[config.mk]
export PLATFORM = sky130hd
export DESIGN_NAME = second_order_byte_checksum
export DESIGN_NICKNAME = d
export VERILOG_FILES = /design/src/sv/sobc_pkg.sv /design/src/sv/sobc_step.sv /design/src/sv/second_order_byte_checksum.sv
export SDC_FILE = /design/constraint.sdc
export NUM_CORES = 1
export LEC_CHECK = 0
export BUFFER_PORTS_ARGS = -buffer_cell sky130_fd_sc_hd__buf_4
export CELL_PAD_IN_SITES_DETAIL_PLACEMENT = 0
export CELL_PAD_IN_SITES_GLOBAL_PLACEMENT = 2
export CORE_UTILIZATION = 44
export DETAILED_ROUTE_END_ITERATION = 8
export PLACE_DENSITY = 0.95
export SKIP_CTS_REPAIR_TIMING = 1
export SYNTH_ARGS = -nofsm -noshare
export SYNTH_HDL_FRONTEND = slang
export SYNTH_HIERARCHICAL = 1
export SYNTH_SLANG_ARGS = --single-unit
[constraint.sdc]
create_clock -name clock -period 36.2 [get_ports clock]
set_input_delay 7.24 -clock clock [delete_from_list [all_inputs] [get_ports clock]]
set_output_delay 7.24 -clock clock [all_outputs]
set_load 0.05 [all_outputs]
[src/sv/sobc_pkg.sv]
// Package for the second-order byte checksum: recurrence constants and the
// running-state record shared by the term update logic and the top level.
// No dependencies.
`default_nettype none

package sobc_pkg;

   // Seed offset added to the first byte of a message
   localparam logic [7:0]  SeedAdd  = 8'd7;
   // Position weights for the newer and older terms
   localparam logic [7:0]  MulA     = 8'd17;
   localparam logic [7:0]  MulB     = 8'd31;
   // Modulus of the terms, 2^16 - 1
   localparam logic [15:0] CkMod    = 16'hFFFF;
   // Term and position values set by reset and by a start word
   localparam logic [15:0] TermOne  = 16'd1;
   localparam logic [7:0]  PosZero  = 8'd0;
   localparam logic [7:0]  PosOne   = 8'd1;

   // Running state of the recurrence
   typedef struct packed {
      logic [15:0] older_term;
      logic [15:0] newer_term;
      logic [7:0]  position;
   } state_type;

endpackage

`default_nettype wire

[src/sv/sobc_step.sv]
// Term update of the second-order byte checksum: folds one byte into the
// running state in a single combinational pass. Depends on sobc_pkg.
`default_nettype none

module sobc_step
   import sobc_pkg::*;
(
   input  wire logic [7:0] data_byte,
   input  wire logic       start_req,
   input  wire state_type  cur_state,
   output state_type       nxt_state
);

   logic [15:0] a_prod;
   logic [15:0] b_prod;
   logic [7:0]  wt_a;
   logic [7:0]  wt_b;
   logic [8:0]  byte_sum;
   logic [24:0] big_a;
   logic [24:0] big_b;
   logic        a_ge_b;
   logic [24:0] diff;
   logic [16:0] fold;
   logic [16:0] fold_red;
   logic [15:0] d_mod;
   logic [15:0] new_term;

   // Position weights, reduced mod 256
   assign a_prod = {8'd0, cur_state.position} * {8'd0, MulA};
   assign b_prod = {8'd0, cur_state.position} * {8'd0, MulB};
   assign wt_a   = a_prod[7:0];
   assign wt_b   = b_prod[7:0];

   // Weighted products of both terms; both fit in 25 bits
   assign byte_sum = {1'b0, data_byte} + {1'b0, wt_a};
   assign big_a    = {16'd0, byte_sum} * {9'd0, cur_state.newer_term};
   assign big_b    = {17'd0, wt_b} * {9'd0, cur_state.older_term};

   // Magnitude of the difference, reduced mod 65535 by one fold and one subtract
   assign a_ge_b   = (big_a >= big_b);
   assign diff     = a_ge_b ? (big_a - big_b) : (big_b - big_a);
   assign fold     = {8'd0, diff[24:16]} + {1'b0, diff[15:0]};
   assign fold_red = (fold >= {1'b0, CkMod}) ? (fold - {1'b0, CkMod}) : fold;
   assign d_mod    = fold_red[15:0];

   // Negative difference: (1 - d) mod 65535, which is 65536 - d for d of two or more
   always_comb begin
      if (a_ge_b) begin
         new_term = d_mod;
      end else if (d_mod == 16'd0) begin
         new_term = TermOne;
      end else if (d_mod == TermOne) begin
         new_term = 16'd0;
      end else begin
         new_term = 16'd0 - d_mod;
      end
   end

   // Seed on a start word, otherwise shift the terms and advance the position
   always_comb begin
      if (start_req) begin
         nxt_state.older_term = TermOne;
         nxt_state.newer_term = {8'd0, data_byte} + {8'd0, SeedAdd};
         nxt_state.position   = PosOne;
      end else begin
         nxt_state.older_term = cur_state.newer_term;
         nxt_state.newer_term = new_term;
         nxt_state.position   = cur_state.position + PosOne;
      end
   end

endmodule

`default_nettype wire

[src/sv/second_order_byte_checksum.sv]
// Top level of the second-order byte checksum: input register, term update
// and result register with valid/ready on both sides. Depends on sobc_pkg
// and sobc_step.
`default_nettype none

// Running checksum over a byte stream. Each accepted word carries one byte
// and a start flag marking the first byte of a message. Each word yields one
// result, the checksum after that byte, so the result for the last byte of a
// message is the final checksum. The block takes one word per clock cycle
// while the result side is not stalled. An accepted word is held in the input
// register, and its result is then captured in the result register, where it
// is offered until taken. The rate is set by the term update loop, which is
// combinational through two small multipliers (9x16 and 8x16 bits) and a
// mod-65535 fold. Stalls on the result side hold the input register.
// req_ready stays high whenever the result register is empty or being
// drained. Reset restores the older and newer terms to one and the position
// to zero.

module second_order_byte_checksum
   import sobc_pkg::*;
(
   input  wire logic        clock,
   input  wire logic        reset,
   input  wire logic        req_valid,
   output logic             req_ready,
   input  wire logic [7:0]  req_data_byte,
   input  wire logic        req_start_req,
   output logic             rsp_valid,
   input  wire logic        rsp_ready,
   output logic [15:0]      rsp_checksum
);

   logic        in_valid_ff;
   logic [7:0]  in_byte_ff;
   logic        in_start_ff;
   logic        out_valid_ff;
   logic [15:0] out_sum_ff;
   state_type   state_ff;
   state_type   state_in;
   logic        advance;

   // Move a word on when the result register is free or being drained
   assign advance   = in_valid_ff && (!out_valid_ff || rsp_ready);
   assign req_ready = !in_valid_ff || advance;

   sobc_step u_step (
      .data_byte (in_byte_ff),
      .start_req (in_start_ff),
      .cur_state (state_ff),
      .nxt_state (state_in)
   );

   // Input register: capture a word whenever the stage is free
   always_ff @(posedge clock) begin
      if (reset) begin
         in_valid_ff <= 1'b0;
      end else if (req_ready) begin
         in_valid_ff <= req_valid;
      end
   end

   always_ff @(posedge clock) begin
      if (req_valid && req_ready) begin
         in_byte_ff  <= req_data_byte;
         in_start_ff <= req_start_req;
      end
   end

   // Running state: update as each word moves to the result register
   always_ff @(posedge clock) begin
      if (reset) begin
         state_ff.older_term <= TermOne;
         state_ff.newer_term <= TermOne;
         state_ff.position   <= PosZero;
      end else if (advance) begin
         state_ff <= state_in;
      end
   end

   // Result register: hold until taken
   always_ff @(posedge clock) begin
      if (reset) begin
         out_valid_ff <= 1'b0;
      end else if (advance) begin
         out_valid_ff <= 1'b1;
      end else if (rsp_ready) begin
         out_valid_ff <= 1'b0;
      end
   end

   always_ff @(posedge clock) begin
      if (advance) begin
         out_sum_ff <= state_in.newer_term;
      end
   end

   assign rsp_valid    = out_valid_ff;
   assign rsp_checksum = out_sum_ff;

endmodule

`default_nettype wire
* Word-level counts from Yosys, hierarchy flattened
Cells that the tools add are included.
** Word-level totals
- Flip-flop bits (word level) :: 67
- Bits in latches :: 0
- Bits in writable memories :: 0
- Memory bits (read-only) :: 0
- Bits of input ports :: 13
- Logic and storage cells :: 39
- Memories kept :: 0
** Operators by class
- Add/subtract/negate cells :: 8
- Multiply operators :: 4
- Div/mod/pow operators :: 0
- Order comparisons :: 2
- Eq/ne operators :: 1
- Shift-type cells :: 0
- Mux-type cells :: 8
- Bitwise operators :: 0
- Reductions and logical operators :: 8
** Operators with widths (count)
- $mux 16 :: 4
- $mux 40 :: 1
- $ge 25x24->1 :: 1
- $mul 9x16->25 :: 1
- $mux 25 :: 1
- $sub 24x25->25 :: 1
- $sub 25x24->25 :: 1
- $mul 8x16->24 :: 1
- $add 9x16->17 :: 1
- $ge 17x16->1 const B :: 1
- $eq 16x1->1 const B :: 1
- $logic_not 16->1 :: 1
- $mul 8x5->8 const B :: 2
- $sub 1x16->16 const A :: 1
- $sub 16x16->16 const B :: 1
- $add 8x3->9 const B :: 1
- $add 8x8->9 :: 1
- $add 8x1->8 const B :: 1
- $logic_and 1x1->1 :: 2
- $logic_not 1->1 :: 2
- $logic_or 1x1->1 :: 2
- $mux 1 :: 2
- $reduce_bool 2->1 :: 1

* Depth between registers and ports, before layout
- Depth in word-level cells :: 13
- Mapped depth :: 71

* Modules after synthesis
The synthesis kept the hierarchy.
** By module, submodules not included
- sobc_step :: times used 1, cells an instance 1754, area each 13710.6 µm², sequential area each 0.0 µm²
- second_order_byte_checksum :: times used 1, cells an instance 209, area each 2656.3 µm², sequential area each 1591.5 µm²

* Least setup slack after synthesis
OpenSTA, ideal clock, no wires.
- Kind :: register to register
- Start :: register state_ff[2] (netlist name)
- End :: register state_ff[8] (netlist name)
- Library setup time :: 0.120 ns
- Arrival :: 14.864 ns
- Required time :: 36.080 ns
- Path slack :: 21.216 ns
- Cell stages (with the launch flop) :: 65
- Path buffers :: 7
- Period minus slack after synthesis :: 14.984 ns
- Cell sequence :: dfxtp_1 > inv_1 > fa_1 > inv_1 > fa_1 > inv_1 > fa_1 > inv_1 > ha_1 > a21oi_1 > xnor2_1 > clkbuf_1 > and2_1 > fa_1 > inv_1 > fa_1 > inv_1 > fa_1 > [29 not listed] > a21o_1 > a21oi_1 > o21ai_0 > a2111oi_0 > o41a_1 > nor2_1 > mux2i_1 > nor3_1 > or4b_1 > a22o_1 > o41a_1 > or3_1 > buf_2 > or4_4 > a2bb2oi_1 > o31a_1 > nor2_1 > mux2i_1
** RTL lines
- start, declared :: line second_order_byte_checksum.sv:38 : state_type state_ff;
- start signal, assigned :: line second_order_byte_checksum.sv:76 : state_ff <= state_in;

==> flow_summary_export.csv <==
group,metric,value,unit
routing,post_route_antenna_net_violation_count,0,
global_route,global_route.usage.total,24.0,%
synthesis,ys_top_cells_by_area,"fa_1 24%, ha_1 13%, inv_1 6.9%, xnor2_1 5.2%, dfxtp_1 5.1%",
synthesis,ys_ff_latch,67,
worst_setup_path,critical_path.top_delay_family,"compound AO/OA/AOI/OAI gates",
sta,fmaxAchievable,0.0592,GHz
finish,n_antenna_cell,0,
floorplan,initial_core_util,44.7,%
sta,hold_violations,0,
clocking,number_of_buffers_on_the_longest_clock_path,2,
synthesis,ys.flop_type,"dfxtp_1",
job,timing.max_cap.violations,0,
floorplan,fp.dieW,195,um
synthesis,async_flop_share,0,%
floorplan,floorplan.rows,70,
worst_setup_path,worst_path_max_stage_delay,0.69,ns
finish,design_area,17300,um^2
synthesis,synth.distinct_cells,72,
routing,routed_wl,44400,um
clocking,cts_tree,"yes",
synthesis,synth.avg_cell_area,8.34,um^2
routing,drt-vias-per-instance,5.43,
sta,hold_ws,0.517,ns
synthesis,netlist_area,16400,um^2
worst_setup_path,cp-start-kind,"flop",
routing,drt_pre_antenna_iters,6,
finish,final_nets,2317,
routing,routed_wire_length_per_instance,18.4,um
global_route,globalRoute.totalOverflow,0,
synthesis,net_count_synth,2343,
sta,minimum_clock_period,16.88,ns
clocking,cts_htree_levels,3,
clocking,clk_transition_reported_paths,0.06,ns
synthesis,seq_area_frac_synth,9.72,%
sta,period_share,46.6,%
worst_setup_path,worst-setup-path-type,"flop to flop",
synthesis,synthDominantAreaCellType,"fa_1",
finish,post_route_cells_drive_above_1_share,4.07,%
worst_setup_path,worst_ep_required_time,36.42,ns
worst_setup_path,crit_arrival,17.10,ns
clocking,tritoncts.num_buffers,9,
worst_setup_path,timing.critical_path.slowest_stage_cell,"a22oi_2",
placement,gpl.final_weighted_congestion,0.899,
global_route,first_global_vias,13500,
global_route,grt_start_max_net_pins,83,
synthesis,netlist.area_leader.share,24.1,%
sta,timing.clock.skew,0.0139,ns
routing,drc,0,
synthesis,yosys.cell_count.top_type,"inv_1",
worst_setup_path,path_max_fanout,47,
floorplan,pin_count,31,
clocking,clkLatencyLatePin,0.35,ns
finish,filler_cell_count,3618,
synthesis,synth_edf_count,25,
synthesis,syn-instance-count,1963,
floorplan,die_h,195,um
sta,timing.final.setup_violations,0,
clocking,ctsRootBufferMaster,"clkbuf_16",
routing,vias,13100,
synthesis,synth.top_cells.by_count,"300 x inv_1, 197 x fa_1, 186 x nand2_1",
placement,placement.cell_area,16900,um^2
worst_setup_path,cp_num_buf_inv,11,
finish,final_core_util,47.1,%
placement,io_buffers,30,
placement,detailed_place_hpwl,35800,um
worst_setup_path,timing.critical_path.to_type,"flop",
sta,tightest_slew,1.02,ns
global_route,antenna_found_initial,0,
routing,detailedRoute.firstIterationViolations,742,
global_route,grt_first_pass_wirelength,71700,um
clocking,cts.sinks,67,
floorplan,core_area,36600,um^2
min_path,worst_hold_path_type,"flop to flop",
sta,grt_setup_unrepaired,"no",
finish,layout-area-overhead-vs-synth,5.42,%
floorplan,die_area,38000,um^2
sta,finalSetupTns,0,ns
synthesis,yosys_warnings,6,
sta,timing.slew.headroom,31.5,%
sta,slew_violations,0,
status,run_status,"complete, no violations",
==> sequential cells by signal, indices dropped and copies added (netlist names) <==
name	cells
in_byte_ff	8
in_start_ff	1
in_valid_ff	1
rsp_checksum	16
rsp_valid	1
state_ff	40
==> stage by stage <==
| step | setup WS [ns] | std cells |
|---|---|---|
| after floorplan | 21.22 | 1963 |
| after global placement | 19.91 | 2394 |
| after detailed placement | 19.48 | 2394 |
| after CTS | 19.47 | 2410 |
| after global routing | 17.97 | 2410 |
| final | 19.32 | 2410 |
==> cells in the final DEF (no fill, tap or decap), drive strengths merged, types with 25 or more instances in the layout <==
cell type / n
inv: 302
fa: 197
nand2: 186
ha: 170
and2: 126
xnor2: 99
nand2b: 93
a21oi: 89
nor2: 82
o21ai: 66
mux2i: 60
nor2b: 56
buf: 43
dfxtp: 42
a21o: 41
xor2: 36
o21bai: 27
edfxtp: 25
==> kinds of logic after synthesis <==
family / count (synthesis) / synth area share [%]
buffers and inverters: 381 / 9.22
multiplexers: 62 / 3.90
XOR/XNOR: 135 / 7.27
AO/OA/AOI/OAI: 322 / 12.9
adder cells (fa/ha/maj): 368 / 37.2
flip-flops: 67 / 9.72
AND/OR/NAND/NOR: 628 / 19.9
==> worst register-to-register path: cells and delay by family (launching register included) <==
kind                     cells  cell delay [ns]
XOR/XNOR                     3             0.38
AND/OR/NAND/NOR             10             2.99
adder cells (fa/ha/maj)     12             5.31
multiplexers                 3             0.58
AO/OA/AOI/OAI               25             5.76
buffers and inverters       11             1.43
flip-flops                   1             0.30
==> metal layers <==
layer,track usage [%],wire length (um),vias up
met3,2.36,1760,64
met5,0,0,-
li1,-,-,6287
met1,32.1,20500,6441
met2,40.8,21000,286
met4,7.35,1200,0
==> worst paths after layout <==
check                                  from           to  slack [ns]  cells past startpoint
worst max-delay path            state_ff[0]  state_ff[9]       19.32                     64
worst min-delay path            in_valid_ff    rsp_valid        0.52                      2
worst max register to register  state_ff[0]  state_ff[9]       19.32                     64
worst min register to register  in_valid_ff    rsp_valid        0.52                      2
==> area by class of cell <==
class                   count  area (um^2)  share of cell area, %
multi-input cells        1515        13300                   77.1
flip-flops and latches     67         1590                   9.22
inverters                 301         1130                   6.55
well taps                 468          586                   3.39
repair buffers             43          323                   1.87
clock buffers              10          250                   1.45
clock inverters             6         68.8                  0.399
Power is left out: the tool's default activity adds up to more than one toggle a clock period on the data nets, which glitch-free logic cannot reach.
